[src/rtl/alm_pkg.sv]
// Shared types and codes for the array linked list manager.
package alm_pkg;

  // Request codes
  localparam logic [2:0] REQ_PUSH_HEAD = 3'd0;
  localparam logic [2:0] REQ_PUSH_TAIL = 3'd1;
  localparam logic [2:0] REQ_INSERT    = 3'd2;
  localparam logic [2:0] REQ_REMOVE    = 3'd3;
  localparam logic [2:0] REQ_FIND      = 3'd4;

  // Status codes
  localparam logic [1:0] ST_OK   = 2'd0;
  localparam logic [1:0] ST_FULL = 2'd1;
  localparam logic [1:0] ST_BAD  = 2'd2;

  typedef enum logic [3:0] {
    S_INIT,
    S_IDLE,
    S_RD1,
    S_EXEC,
    S_WR_A,
    S_WR_B,
    S_WALK,
    S_DONE
  } alm_state_t;

endpackage

[src/rtl/array_linked_list_manager.sv]
// Top level: array doubly linked list with free list, request sequencer.
//
//  channel | dir | tdata bits (low first)                         | tuser
//  s_axis  | in  | req_type[2:0], item_value[66:3], position[72:67] | -
//  m_axis  | out | status[1:0], entry_index[7:2], live_count[13:8] | -
//
// Push, insert and remove step through RD1, EXEC, WR_A, WR_B and DONE after the item
// is accepted, a rejected request through RD1, EXEC and DONE; the next item is taken in IDLE.
// Find of rank k walks one next link a cycle in WALK before DONE.
// After reset a clearing pass over all ENTRIES entries builds the free chain and
// clears the occupied bits; no item is accepted during it.
// One item is in work at a time; a held result only stalls the next item at its end.
module array_linked_list_manager
  import alm_pkg::*;
#(
  parameter int ENTRIES = 64
) (
  input  logic        clk,
  input  logic        rst,
  input  logic        s_axis_tvalid,
  output logic        s_axis_tready,
  input  logic [79:0] s_axis_tdata,  // req_type, item_value, position
  output logic        m_axis_tvalid,
  input  logic        m_axis_tready,
  output logic [15:0] m_axis_tdata   // status, entry_index, live_count
);

  localparam int AW = $clog2(ENTRIES);

  alm_state_t state, state_next;

  logic [2:0]    req;
  logic [63:0]   val;
  logic [5:0]    pos;
  logic [AW-1:0] p_idx;
  logic          p_ok;
  logic [AW-1:0] head, tail, fhead, cnt;
  logic [AW-1:0] cur, idx, nxt_r, prv_r;
  logic [5:0]    rank;
  logic [1:0]    st;
  logic [1:0]    st_rd1, st_chk;
  logic [AW-1:0] ridx;
  logic [AW:0]   init_cnt;
  logic          out_free;

  // Memories for values and occupied bits
  logic [63:0]   vmem [ENTRIES];
  logic          occ  [ENTRIES];
  logic          occ_rd;

  // Link memory ports
  logic          nw_en, pw_en;
  logic [AW-1:0] nw_addr, nw_data, pw_addr, pw_data;
  logic [AW-1:0] nr_addr, pr_addr, nr_data, pr_data;

  alm_link_mem #(.AW(AW)) u_next (
    .clk(clk), .wr_addr(nw_addr), .wr_en(nw_en), .wr_data(nw_data),
    .rd_addr(nr_addr), .rd_data(nr_data));
  alm_link_mem #(.AW(AW)) u_prev (
    .clk(clk), .wr_addr(pw_addr), .wr_en(pw_en), .wr_data(pw_data),
    .rd_addr(pr_addr), .rd_data(pr_data));

  assign s_axis_tready = (state == S_IDLE);
  logic acc;
  assign acc = s_axis_tvalid && s_axis_tready;
  // Result register can take a new item
  assign out_free = !m_axis_tvalid || m_axis_tready;

  // Position in range and nonzero
  always_comb begin
    p_idx = AW'(pos);
    p_ok  = (pos != 6'd0) && ({26'd0, pos} < 32'(ENTRIES));
  end

  // First classification: request code, position range, empty list for find
  always_comb begin
    st_rd1 = ST_OK;
    if (req == REQ_FIND) begin
      if (pos == 6'd0 || head == '0) st_rd1 = ST_BAD;
    end else if (req == REQ_INSERT || req == REQ_REMOVE) begin
      if (!p_ok) st_rd1 = ST_BAD;
    end else if (req != REQ_PUSH_HEAD && req != REQ_PUSH_TAIL) begin
      st_rd1 = ST_BAD;
    end
  end

  // Second classification: occupied entry, then fullness
  always_comb begin
    st_chk = st;
    if (st == ST_OK && (req == REQ_INSERT || req == REQ_REMOVE) && !occ_rd) begin
      st_chk = ST_BAD;
    end else if (st == ST_OK && req != REQ_REMOVE && req != REQ_FIND && fhead == '0) begin
      st_chk = ST_FULL;
    end
  end

  // Next state
  always_comb begin
    state_next = state;
    unique case (state)
      S_INIT: if (init_cnt == (AW+1)'(ENTRIES - 1)) state_next = S_IDLE;
      S_IDLE: if (acc) state_next = S_RD1;
      S_RD1:  state_next = S_EXEC;
      S_EXEC: begin
        if (st_chk != ST_OK) state_next = S_DONE;
        else if (req == REQ_FIND) state_next = S_WALK;
        else state_next = S_WR_A;
      end
      S_WR_A: state_next = S_WR_B;
      S_WR_B: state_next = S_DONE;
      S_WALK: if (rank <= 6'd1 || cur == '0) state_next = S_DONE;
      S_DONE: if (out_free) state_next = S_IDLE;
      default: state_next = S_IDLE;
    endcase
  end

  // Read address select: position for remove and insert, head for find, link chain in walk, free head else
  always_comb begin
    nr_addr = fhead;
    pr_addr = p_idx;
    if (state == S_IDLE) begin
      nr_addr = (s_axis_tdata[2:0] == REQ_FIND) ? head : fhead;
      if (s_axis_tdata[2:0] == REQ_INSERT || s_axis_tdata[2:0] == REQ_REMOVE) begin
        nr_addr = AW'(s_axis_tdata[72:67]);
      end
      pr_addr = AW'(s_axis_tdata[72:67]);
    end else if (state == S_EXEC) begin
      nr_addr = (req == REQ_FIND) ? head : fhead;
    end else if (state == S_WALK) begin
      nr_addr = nr_data;
    end
  end

  // Link writes per state
  always_comb begin
    nw_en = 1'b0; nw_addr = '0; nw_data = '0;
    pw_en = 1'b0; pw_addr = '0; pw_data = '0;
    unique case (state)
      S_INIT: begin
        nw_en = 1'b1; nw_addr = init_cnt[AW-1:0];
        nw_data = (init_cnt == '0 || init_cnt == (AW+1)'(ENTRIES - 1)) ? '0
                  : AW'(init_cnt + 1'b1);
        pw_en = 1'b1; pw_addr = init_cnt[AW-1:0];
      end
      S_WR_A: begin
        unique case (req)
          REQ_PUSH_HEAD: begin
            nw_en = 1'b1; nw_addr = idx; nw_data = head;
            pw_en = 1'b1; pw_addr = idx; pw_data = '0;
          end
          REQ_PUSH_TAIL: begin
            nw_en = 1'b1; nw_addr = idx; nw_data = '0;
            pw_en = 1'b1; pw_addr = idx; pw_data = tail;
          end
          REQ_INSERT: begin
            nw_en = 1'b1; nw_addr = idx; nw_data = nxt_r;
            pw_en = 1'b1; pw_addr = idx; pw_data = ridx;
          end
          default: begin
            // remove: unlink neighbours
            nw_en = (prv_r != '0); nw_addr = prv_r; nw_data = nxt_r;
            pw_en = (nxt_r != '0); pw_addr = nxt_r; pw_data = prv_r;
          end
        endcase
      end
      S_WR_B: begin
        unique case (req)
          REQ_PUSH_HEAD: begin
            pw_en = (head != '0); pw_addr = head; pw_data = idx;
          end
          REQ_PUSH_TAIL: begin
            nw_en = (tail != '0); nw_addr = tail; nw_data = idx;
          end
          REQ_INSERT: begin
            nw_en = 1'b1; nw_addr = ridx; nw_data = idx;
            pw_en = (nxt_r != '0); pw_addr = nxt_r; pw_data = idx;
          end
          default: begin
            nw_en = 1'b1; nw_addr = ridx; nw_data = fhead;
            pw_en = 1'b1; pw_addr = ridx; pw_data = '0;
          end
        endcase
      end
      default: ;
    endcase
  end

  // Value store and occupied bits
  always_ff @(posedge clk) begin
    if (state == S_INIT) occ[init_cnt[AW-1:0]] <= 1'b0;
    if (state == S_WR_A && req != REQ_REMOVE) begin
      occ[idx] <= 1'b1;
      vmem[idx] <= val;
    end
    if (state == S_WR_B && req == REQ_REMOVE) occ[ridx] <= 1'b0;
    occ_rd <= occ[pr_addr];
  end

  // Control and bookkeeping registers
  always_ff @(posedge clk) begin
    if (rst) begin
      state <= S_INIT; init_cnt <= '0;
      head <= '0; tail <= '0; fhead <= AW'(1); cnt <= '0;
      m_axis_tvalid <= 1'b0;
    end else begin
      state <= state_next;
      if (state == S_INIT) init_cnt <= init_cnt + 1'b1;
      if (state == S_DONE && out_free) m_axis_tvalid <= 1'b1;
      else if (m_axis_tvalid && m_axis_tready) m_axis_tvalid <= 1'b0;
      if (acc) begin
        req <= s_axis_tdata[2:0]; val <= s_axis_tdata[66:3];
        pos <= s_axis_tdata[72:67];
      end
      if (state == S_RD1) begin
        ridx <= p_idx; nxt_r <= nr_data; prv_r <= pr_data;
        cur <= head; rank <= pos;
        st <= st_rd1; idx <= fhead;
      end
      if (state == S_EXEC) begin
        st <= st_chk;
        if (st_chk == ST_OK && req == REQ_INSERT && ridx == tail) req <= REQ_PUSH_TAIL;
        if (req == REQ_FIND) cur <= head;
      end
      if (state == S_WR_A && req != REQ_REMOVE) begin
        fhead <= nr_data; cnt <= cnt + 1'b1;
      end
      if (state == S_WR_B) begin
        unique case (req)
          REQ_PUSH_HEAD: begin
            if (head == '0) tail <= idx;
            head <= idx;
          end
          REQ_PUSH_TAIL: begin
            if (tail == '0) head <= idx;
            tail <= idx;
          end
          REQ_INSERT: if (nxt_r == '0) tail <= idx;
          default: begin
            if (prv_r == '0) head <= nxt_r;
            if (nxt_r == '0) tail <= prv_r;
            fhead <= ridx; cnt <= cnt - 1'b1; idx <= ridx;
          end
        endcase
      end
      if (state == S_WALK) begin
        if (rank > 6'd1 && cur != '0) begin
          cur <= nr_data; rank <= rank - 1'b1;
        end
      end
    end
  end

  // Result register
  logic [AW-1:0] res_idx;
  always_comb begin
    res_idx = (req == REQ_FIND) ? cur : idx;
    if (st != ST_OK || (req == REQ_FIND && cur == '0)) res_idx = '0;
  end

  always_ff @(posedge clk) begin
    if (state == S_DONE && out_free) begin
      m_axis_tdata[1:0]  <= (req == REQ_FIND && cur == '0) ? ST_BAD : st;
      m_axis_tdata[7:2]  <= 6'(res_idx);
      m_axis_tdata[13:8] <= 6'(cnt);
      m_axis_tdata[15:14] <= 2'b00;
    end
  end

`ifndef SYNTH
  a_no_accept_busy: assert property (@(posedge clk) disable iff (rst)
    (state != S_IDLE) |-> !s_axis_tready) else $error("accept while busy");
  a_count_bound: assert property (@(posedge clk) disable iff (rst)
    ({1'b0, cnt} < (AW+1)'(ENTRIES))) else $error("count overflow");
  a_empty_links: assert property (@(posedge clk) disable iff (rst)
    (state == S_IDLE && cnt == '0) |-> (head == '0 && tail == '0))
    else $error("empty list with links");
`endif

endmodule

[src/rtl/alm_link_mem.sv]
// Link memory: one synchronous write port, one registered read port.
module alm_link_mem
  import alm_pkg::*;
#(
  parameter int AW = 6
) (
  input  logic          clk,
  input  logic [AW-1:0] wr_addr,
  input  logic          wr_en,
  input  logic [AW-1:0] wr_data,
  input  logic [AW-1:0] rd_addr,
  output logic [AW-1:0] rd_data
);

  logic [AW-1:0] mem [2**AW];

  // Write and registered read; a read of the written address returns the old data
  always_ff @(posedge clk) begin
    if (wr_en) begin
      mem[wr_addr] <= wr_data;
    end
    rd_data <= mem[rd_addr];
  end

endmodule
[config.mk]
export PLATFORM = sky130hd
export DESIGN_NAME = array_linked_list_manager
export DESIGN_NICKNAME = d
export VERILOG_FILES = /design/src/rtl/alm_pkg.sv /design/src/rtl/array_linked_list_manager.sv /design/src/rtl/alm_link_mem.sv
export SDC_FILE = /design/constraint.sdc
export NUM_CORES = 1
export LEC_CHECK = 0
export BUFFER_PORTS_ARGS = -buffer_cell sky130_fd_sc_hd__buf_2
export CAP_MARGIN = 20
export CELL_PAD_IN_SITES_DETAIL_PLACEMENT = 1
export CELL_PAD_IN_SITES_GLOBAL_PLACEMENT = 2
export CORE_MARGIN = 3
export CORE_UTILIZATION = 45
export CTS_CLUSTER_DIAMETER = 120
export DETAILED_ROUTE_END_ITERATION = 12
export GPL_TIMING_DRIVEN = 0
export HOLD_SLACK_MARGIN = 0.02
export PLACE_DENSITY_LB_ADDON = 0.25
export SYNTH_ARGS = -nofsm -noshare
export SYNTH_HDL_FRONTEND = slang
export SYNTH_SLANG_ARGS = --single-unit
[constraint.sdc]
create_clock -name clk -period 5.3 [get_ports clk]
set_input_delay 0.265 -clock clk [delete_from_list [all_inputs] [get_ports clk]]
set_output_delay 0.265 -clock clk [all_outputs]
set_load 0.02 [all_outputs]
Word-level counts from Yosys, hierarchy flattened
Memory sizes are Yosys's and may differ from the RTL's. A register that Yosys moved wholly into a read port is not among the register bits.
Index checks and enable logic that the tools add are counted.
{ "word_totals": {"ff_bits": 97, "mem_bits_rw": 832, "inputBits": 84, "word_cells": 204, "n_memories": 3} }
{ "mem_list": {"columns": ["name", "words", "word_bits", "rd", "rd_ports_with_merged_regs", "write_ports", "line", "text"], "rows": [
  ["u_next.mem", 64, 6, 1, 1, 1, "alm_link_mem.sv:15", "logic [AW-1:0] mem [2**AW];"],
  ["u_prev.mem", 64, 6, 1, 1, 1, "alm_link_mem.sv:15", null],
  ["occ", 64, 1, 1, 1, 1, "array_linked_list_manager.sv:48", "logic occ [ENTRIES];"]
]} }
{ "classes": {"add_sub_neg": 4, "magnitude_cmp": 2, "eq_ne": 26, "n_mux": 88, "bitwise_logic": 2, "reduce_logical": 60} }
{ "op_table": {"columns": ["cell", "n"], "rows": [
  ["6-bit two-way mux", 36],
  ["6-bit case mux with 3 select lines", 7],
  ["6-bit case mux with 2 select lines", 4],
  ["6-bit logical NOT", 7],
  ["6-bit nonzero test", 6],
  ["4-bit case mux with 8 select lines", 1],
  ["2-bit two-way mux", 11],
  ["1-bit two-way mux", 18],
  ["4-bit by 3-bit == test with 1-bit output (second input constant)", 4],
  ["4-bit two-way mux", 4],
  ["1-bit logical AND", 15],
  ["3-bit by 2-bit == test with 1-bit output (second input constant)", 4],
  ["4-bit AND reduction", 3],
  ["6-bit by 1-bit subtractor with 6-bit output (second input constant)", 2],
  ["2-bit != test (second input constant)", 5],
  ["3-bit two-way mux", 3],
  ["1-bit case mux with 3 select lines", 3],
  ["3-bit nonzero test", 3],
  ["4-bit by 2-bit == test with 1-bit output (second input constant)", 2],
  ["2-bit nonzero test", 4],
  ["7-bit by 1-bit adder with 7-bit output (second input constant)", 1],
  ["7-bit by 6-bit == test with 1-bit output (second input constant)", 1],
  ["7-bit logical NOT", 1],
  ["1-bit logical OR", 7],
  ["21 further kinds", 30]
]} }

Logic depth before layout (Yosys ltp)
{ "logic_depth": {"word_depth": 11, "depth_mapped": 14, "ltp_nobuf": 10} }

Modules after synthesis
A second synthesis with hierarchy kept.
{ "hier_totals": {"cells_unflattened": 2424, "hier_area_um2": 39295.2} }
{ "modules_own_cells": {"columns": ["mod", "n_inst", "cells_per_inst", "area_each_um2"], "rows": [
  ["alm_link_mem at u_prev", 1, 720, 15225.9],
  ["alm_link_mem at u_next", 1, 727, 15177.1],
  ["array_linked_list_manager", 1, 977, 8892.3]
]} }

Worst setup path after synthesis
OpenSTA, ideal clock, no wires.
{ "synth_path": {"path_type": "register -> register", "start": "register req[1]", "end": "memory u_next.mem[0][1] (data pin)", "setup_time_ps": 702, "arrival_time_ps": 3920, "t_required_ps": 4598, "setup_slack_ps": 678, "stages_incl_launch_ff": 7, "path_buffers": 2, "synth_period_minus_slack_ps": 4622, "cell_sequence": "edfxtp_1 or2_2 clkbuf_1 clkbuf_1 nor2_1 a21boi_0 o21ai_0"} }
{ "synth_via": {"elab_chain_len": 4, "elab_cells_between_ends": 7, "cone_classes": "2 x eq/ne; 3 x mux; 2 x reduce/logical"} }
{ "synth_rtl": {"columns": ["element", "line", "text"], "rows": [
  ["start: declaration", "array_linked_list_manager.sv:32", "logic [2:0] req;"],
  ["start signal: assignment", "array_linked_list_manager.sv:211", "req <= s_axis_tdata[2:0]; val <= s_axis_tdata[66:3];"],
  ["3-bit by 2-bit == test with 1-bit output or 3-bit by 1-bit == test with 1-bit output (tied branches)", "array_linked_list_manager.sv:167, array_linked_list_manager.sv:146", null],
  ["2-bit OR reduction (no source line)", null, null],
  ["6-bit case mux with 2 select lines", "array_linked_list_manager.sv:167", "unique case (req)"],
  ["6-bit case mux with 3 select lines (*)", "array_linked_list_manager.sv:138", "unique case (state)"],
  ["named net nw_data[1]", "array_linked_list_manager.sv:53", "logic [AW-1:0] nw_addr, nw_data, pw_addr, pw_data;"],
  ["end: declaration", "alm_link_mem.sv:15", null]
]} }
Mark *: on every way through the listed nets, which the timed path passes. The rest lies on a longest branch.

Worst setup path in the final report
{ "layout_path": {"start": "register state[1]", "end": "memory u_prev.mem[40][0], enable pin"} }
{ "layout_via": {"elab_chain_len": 4, "elab_cells_between_ends": 7, "cone_classes": "2 x eq/ne; 4 x mux; 1 x reduce/logical"} }
{ "layout_rtl": {"columns": ["element", "line", "text"], "rows": [
  ["start: declaration", "array_linked_list_manager.sv:30", "alm_state_t state, state_next;"],
  ["start signal: assignment", "array_linked_list_manager.sv:206", "state <= state_next;"],
  ["4-bit by 3-bit == test with 1-bit output or 4-bit logical NOT (tied branches)", "array_linked_list_manager.sv:138", null],
  ["1-bit case mux with 3 select lines", "array_linked_list_manager.sv:138", null],
  ["1-bit two-way mux", "alm_link_mem.sv:19", "if (wr_en) begin"],
  ["1-bit two-way mux (not written as such)", "alm_link_mem.sv:20", "mem[wr_addr] <= wr_data;"],
  ["end: declaration", "alm_link_mem.sv:15", null]
]} }
Several ways; a longest one is shown, not always the timed one.

==> impl_metrics.py <==
metrics = {
    "place": {
        "numPortBuffers": 27,
        "place_area_um2": 41700,
        "dpl.hpwl_mm": 86.0,
        "place_congestion": 0.919,
    },
    "clocking": {
        "cts_buffers": 98,
        "clockBufferDepth": 3,
        "cts.clk_slew.worst_paths_ns": 0.06,
        "cts_root_buf": "clkbuf_16",
        "cts_setup_buffers": 0,
        "cts_resized": 0,
        "cts_tree": "done",
        "cts_hold_buf": 10,
        "cts.htree.levels": 3,
        "cts_sinks": 941,
        "clock_latency_ns": 0.69,
    },
    "power": {
        "power.leakage_nw": 15.2,
        "p_total_mw": 20.1,
        "p_per_area_nw_per_um2": 448,
        "irDropWorstVdd_mv": 0.308,
    },
    "global_route": {
        "grt_pass1_vias": 26400,
        "antenna_found_initial": 0,
        "grt_pass1_wl_mm": 179,
        "grtUsageTotal": 0.269,
        "grt_max_degree": 65,
        "overflow": 0,
    },
    "synth": {
        "syn_inst": 2874,
        "synth_flop_cell": "edfxtp_1",
        "yosysWarnings": 0,
        "netlist_area_um2": 39600,
        "ys_types": 74,
        "seq_area_frac_synth": 0.702,
        "yosys.area.top_type": "edfxtp_1",
        "syn_avg_cell_area_um2": 13.8,
        "ys_top_cells_by_area": "edfxtp_1, mux4_2, nand2_1, nor2_1, nand3_1",
        "synth-edff-count": 893,
        "synth-seq-cells": 941,
        "synth_async_sr_flop_share": 0,
        "netlist.area_leader.share": 0.678,
    },
    "finish": {
        "area_growth_pct": 13.6,
        "fin_nets": 3123,
        "layout-drive-gt1-share": 0.140,
        "design_area_um2": 45000,
    },
    "route": {
        "wl_mm": 123,
        "dr.pass1.iters": 5,
        "drt-initial-drc-count": 2699,
        "drc": 0,
        "vias": 25700,
        "via_per_inst": 6.01,
        "drtAntennaViolNets": 0,
        "drt-wirelength-per-cell_um": 28.7,
    },
    "worst_setup_path": {
        "cp_common_cell": "clkbuf_1",
        "worst_setup_path_start_kind": "flop",
        "critical-path-max-stage-delay_ns": 0.85,
        "crit_chain": "buf_2 > clkbuf_1 > nor3_1 > nand2_1 > o31ai_1 > a211oi_1 > and2_1 > o21ai_0 > or3_1 > clkbuf_1 > nor2_1",
        "path_max_fanout": 10,
        "crit_buf_inv": 3,
        "crit_required_ns": 5.59,
        "r2r_cells": 11,
        "cp_top_family": "simple AND/OR/NAND/NOR gates",
        "crit_type": "reg2reg",
        "critPathCaptureType": "flop",
        "cp.depth": 11,
        "critPathSlowestCell": "a211oi_1",
        "critPathArrivalTime_ns": 5.07,
    },
    "run_status": {
        "status": "finished, final reports clean",
    },
    "timing": {
        "tightest_slew_ns": 1.08,
        "final_hold_viol_count": 0,
        "drv_slew": 0,
        "rsz0062_at_grt": "no",
        "slew_headroom": 0.273,
        "final.min_clock_period_ns": 4.78,
        "finalSetupViolations": 0,
        "clock_skew_ns": 0.0412,
        "fmaxAchievable_mhz": 209,
        "fin_crit_sh": 0.901,
    },
    "flow_run": {
        "maxCapViolations": 0,
    },
    "die": {
        "io_pins": 102,
        "std_cell_rows": 108,
        "die_w_um": 303,
        "start_util": 0.455,
        "core-area_um2": 87000,
        "fp.dieH_um": 303,
        "dieArea_um2": 91500,
    },
    "worst_hold_path": {
        "min_path_type": "in2reg",
        "whs_path_depth": 4,
    },
}
[per-stage QoR]
| stage | hold WS, ns | worst slack [ns] | utilization | std cells | TNS (ns) |
|---|---|---|---|---|---|
| 6_report | 0.234 | 0.522 | 0.517 | 4273 | 0 |
| 5_1_grt | 0.272 | 0.397 | 0.517 | 4270 | 0 |
| 4_1_cts | 0.202 | 0.590 | 0.517 | 4270 | 0 |
| 3_5_place_dp | 0.394 | 0.647 | 0.479 | 4078 | 0 |
| 3_3_place_gp | 0.390 | -4.92 | 0.473 | 4057 | -1488.76 |
| 2_1_floorplan | 0.364 | 0.678 | - | 2875 | 0 |
[power breakdown]
group          internal, mW  switching, mW  total (mW)  leakage, nW
Sequential             8.74          0.206        8.94         8.95
Clock                  3.90           2.92        6.82         1.55
Combinational          1.30           3.07        4.37         4.74
Total                  13.9           6.20        20.1         15.2
[tightest hold or removal path, cell delays in order]
cell and delay, ns:
buf_2 0.13, buf_2 0.18, nand3_1 0.08, a21boi_0 0.07
[state kept, by name (all words and copies together) (netlist names), 2 cells and up]
name / flops
fhead: 6
u_next.rd_data: 6
u_next.mem: 384
head: 6
u_prev.rd_data: 6
rank: 6
u_prev.mem: 384
st: 2
init_cnt: 7
tail: 6
p_idx: 6
idx: 6
m_axis_tdata: 14
prv_r: 6
state: 3
cnt: 6
nxt_r: 6
ridx: 6
occ: 64
cur: 6
req: 3
[layer usage]
| metal | global-route usage | routed length, um | up-vias |
|---|---|---|---|
| met5 | 0 | 0 | - |
| met4 | 0.0845 | 3670 | 0 |
| met3 | 0.0374 | 7840 | 201 |
| met2 | 0.444 | 59500 | 947 |
| met1 | 0.371 | 51500 | 13400 |
| li1 | - | - | 11200 |
[Yosys cell counts (all sizes together), types with 14 or more instances]
cell type	count
a22oi	19
a31oi	14
a211oi	53
clkbuf	83
inv	17
nor2	298
edfxtp	893
nor2b	39
o21ai	37
dfxtp	48
mux2i	52
o22ai	24
buf	91
a21oi	88
nor3	22
mux4	112
nand4	50
nand3	212
nand2	538
[kinds of logic (layout without fill, tap and decap cells)]
group,after synthesis,count (layout),synth area share
other cells,1,5,0.0000948
buf+inv,192,432,0.0236
compound gates,317,317,0.0537
xor+xnor,20,20,0.00443
simple gates,1230,1230,0.136
mux,167,167,0.0778
fa+ha+maj,6,6,0.00190
flops,941,941,0.702
[path summary, 6_finish.rpt]
path | to | slack, ns | startpoint
worst max-delay path | u_prev.mem[40][0]$_DFFE_PP_ | 0.52 | state[1]$_SDFFE_PP0P_
worst max register to register | u_prev.mem[40][0]$_DFFE_PP_ | 0.52 | state[1]$_SDFFE_PP0P_
worst min-delay path | req[1]$_DFFE_PN_ | 0.23 | s_axis_tdata[1]
worst min register to register | prv_r[1]$_DFFE_PP_ | 0.40 | u_prev.rd_data[1]$_DFF_P_
[layout by cell type, fill, tap and decap left out, types with 37 or more instances in the layout]
cell type	Yosys	final
a211oi_1	53	53
clkbuf_16	0	100
buf_2	58	85
nand3_1	212	212
nor2b_1	37	37
nor2_1	297	296
dfxtp_1	48	48
a21oi_1	86	86
mux2i_1	52	52
edfxtp_1	893	893
mux4_2	112	112
nand4_1	50	50
clkbuf_1	82	101
nand2_1	538	532
[area by class of cell]
cell class	count	area, um2
diodes	3	7.51
plain buffers	174	863
clock buffers	123	2620
clock inverters	59	533
fillers	8625	42100
inverters	18	72.6
multi-input cells	1742	10900
flip-flops and latches	941	27800
well taps	1155	1450
repair buffers	58	698
(Power assumes the default switching activity.)
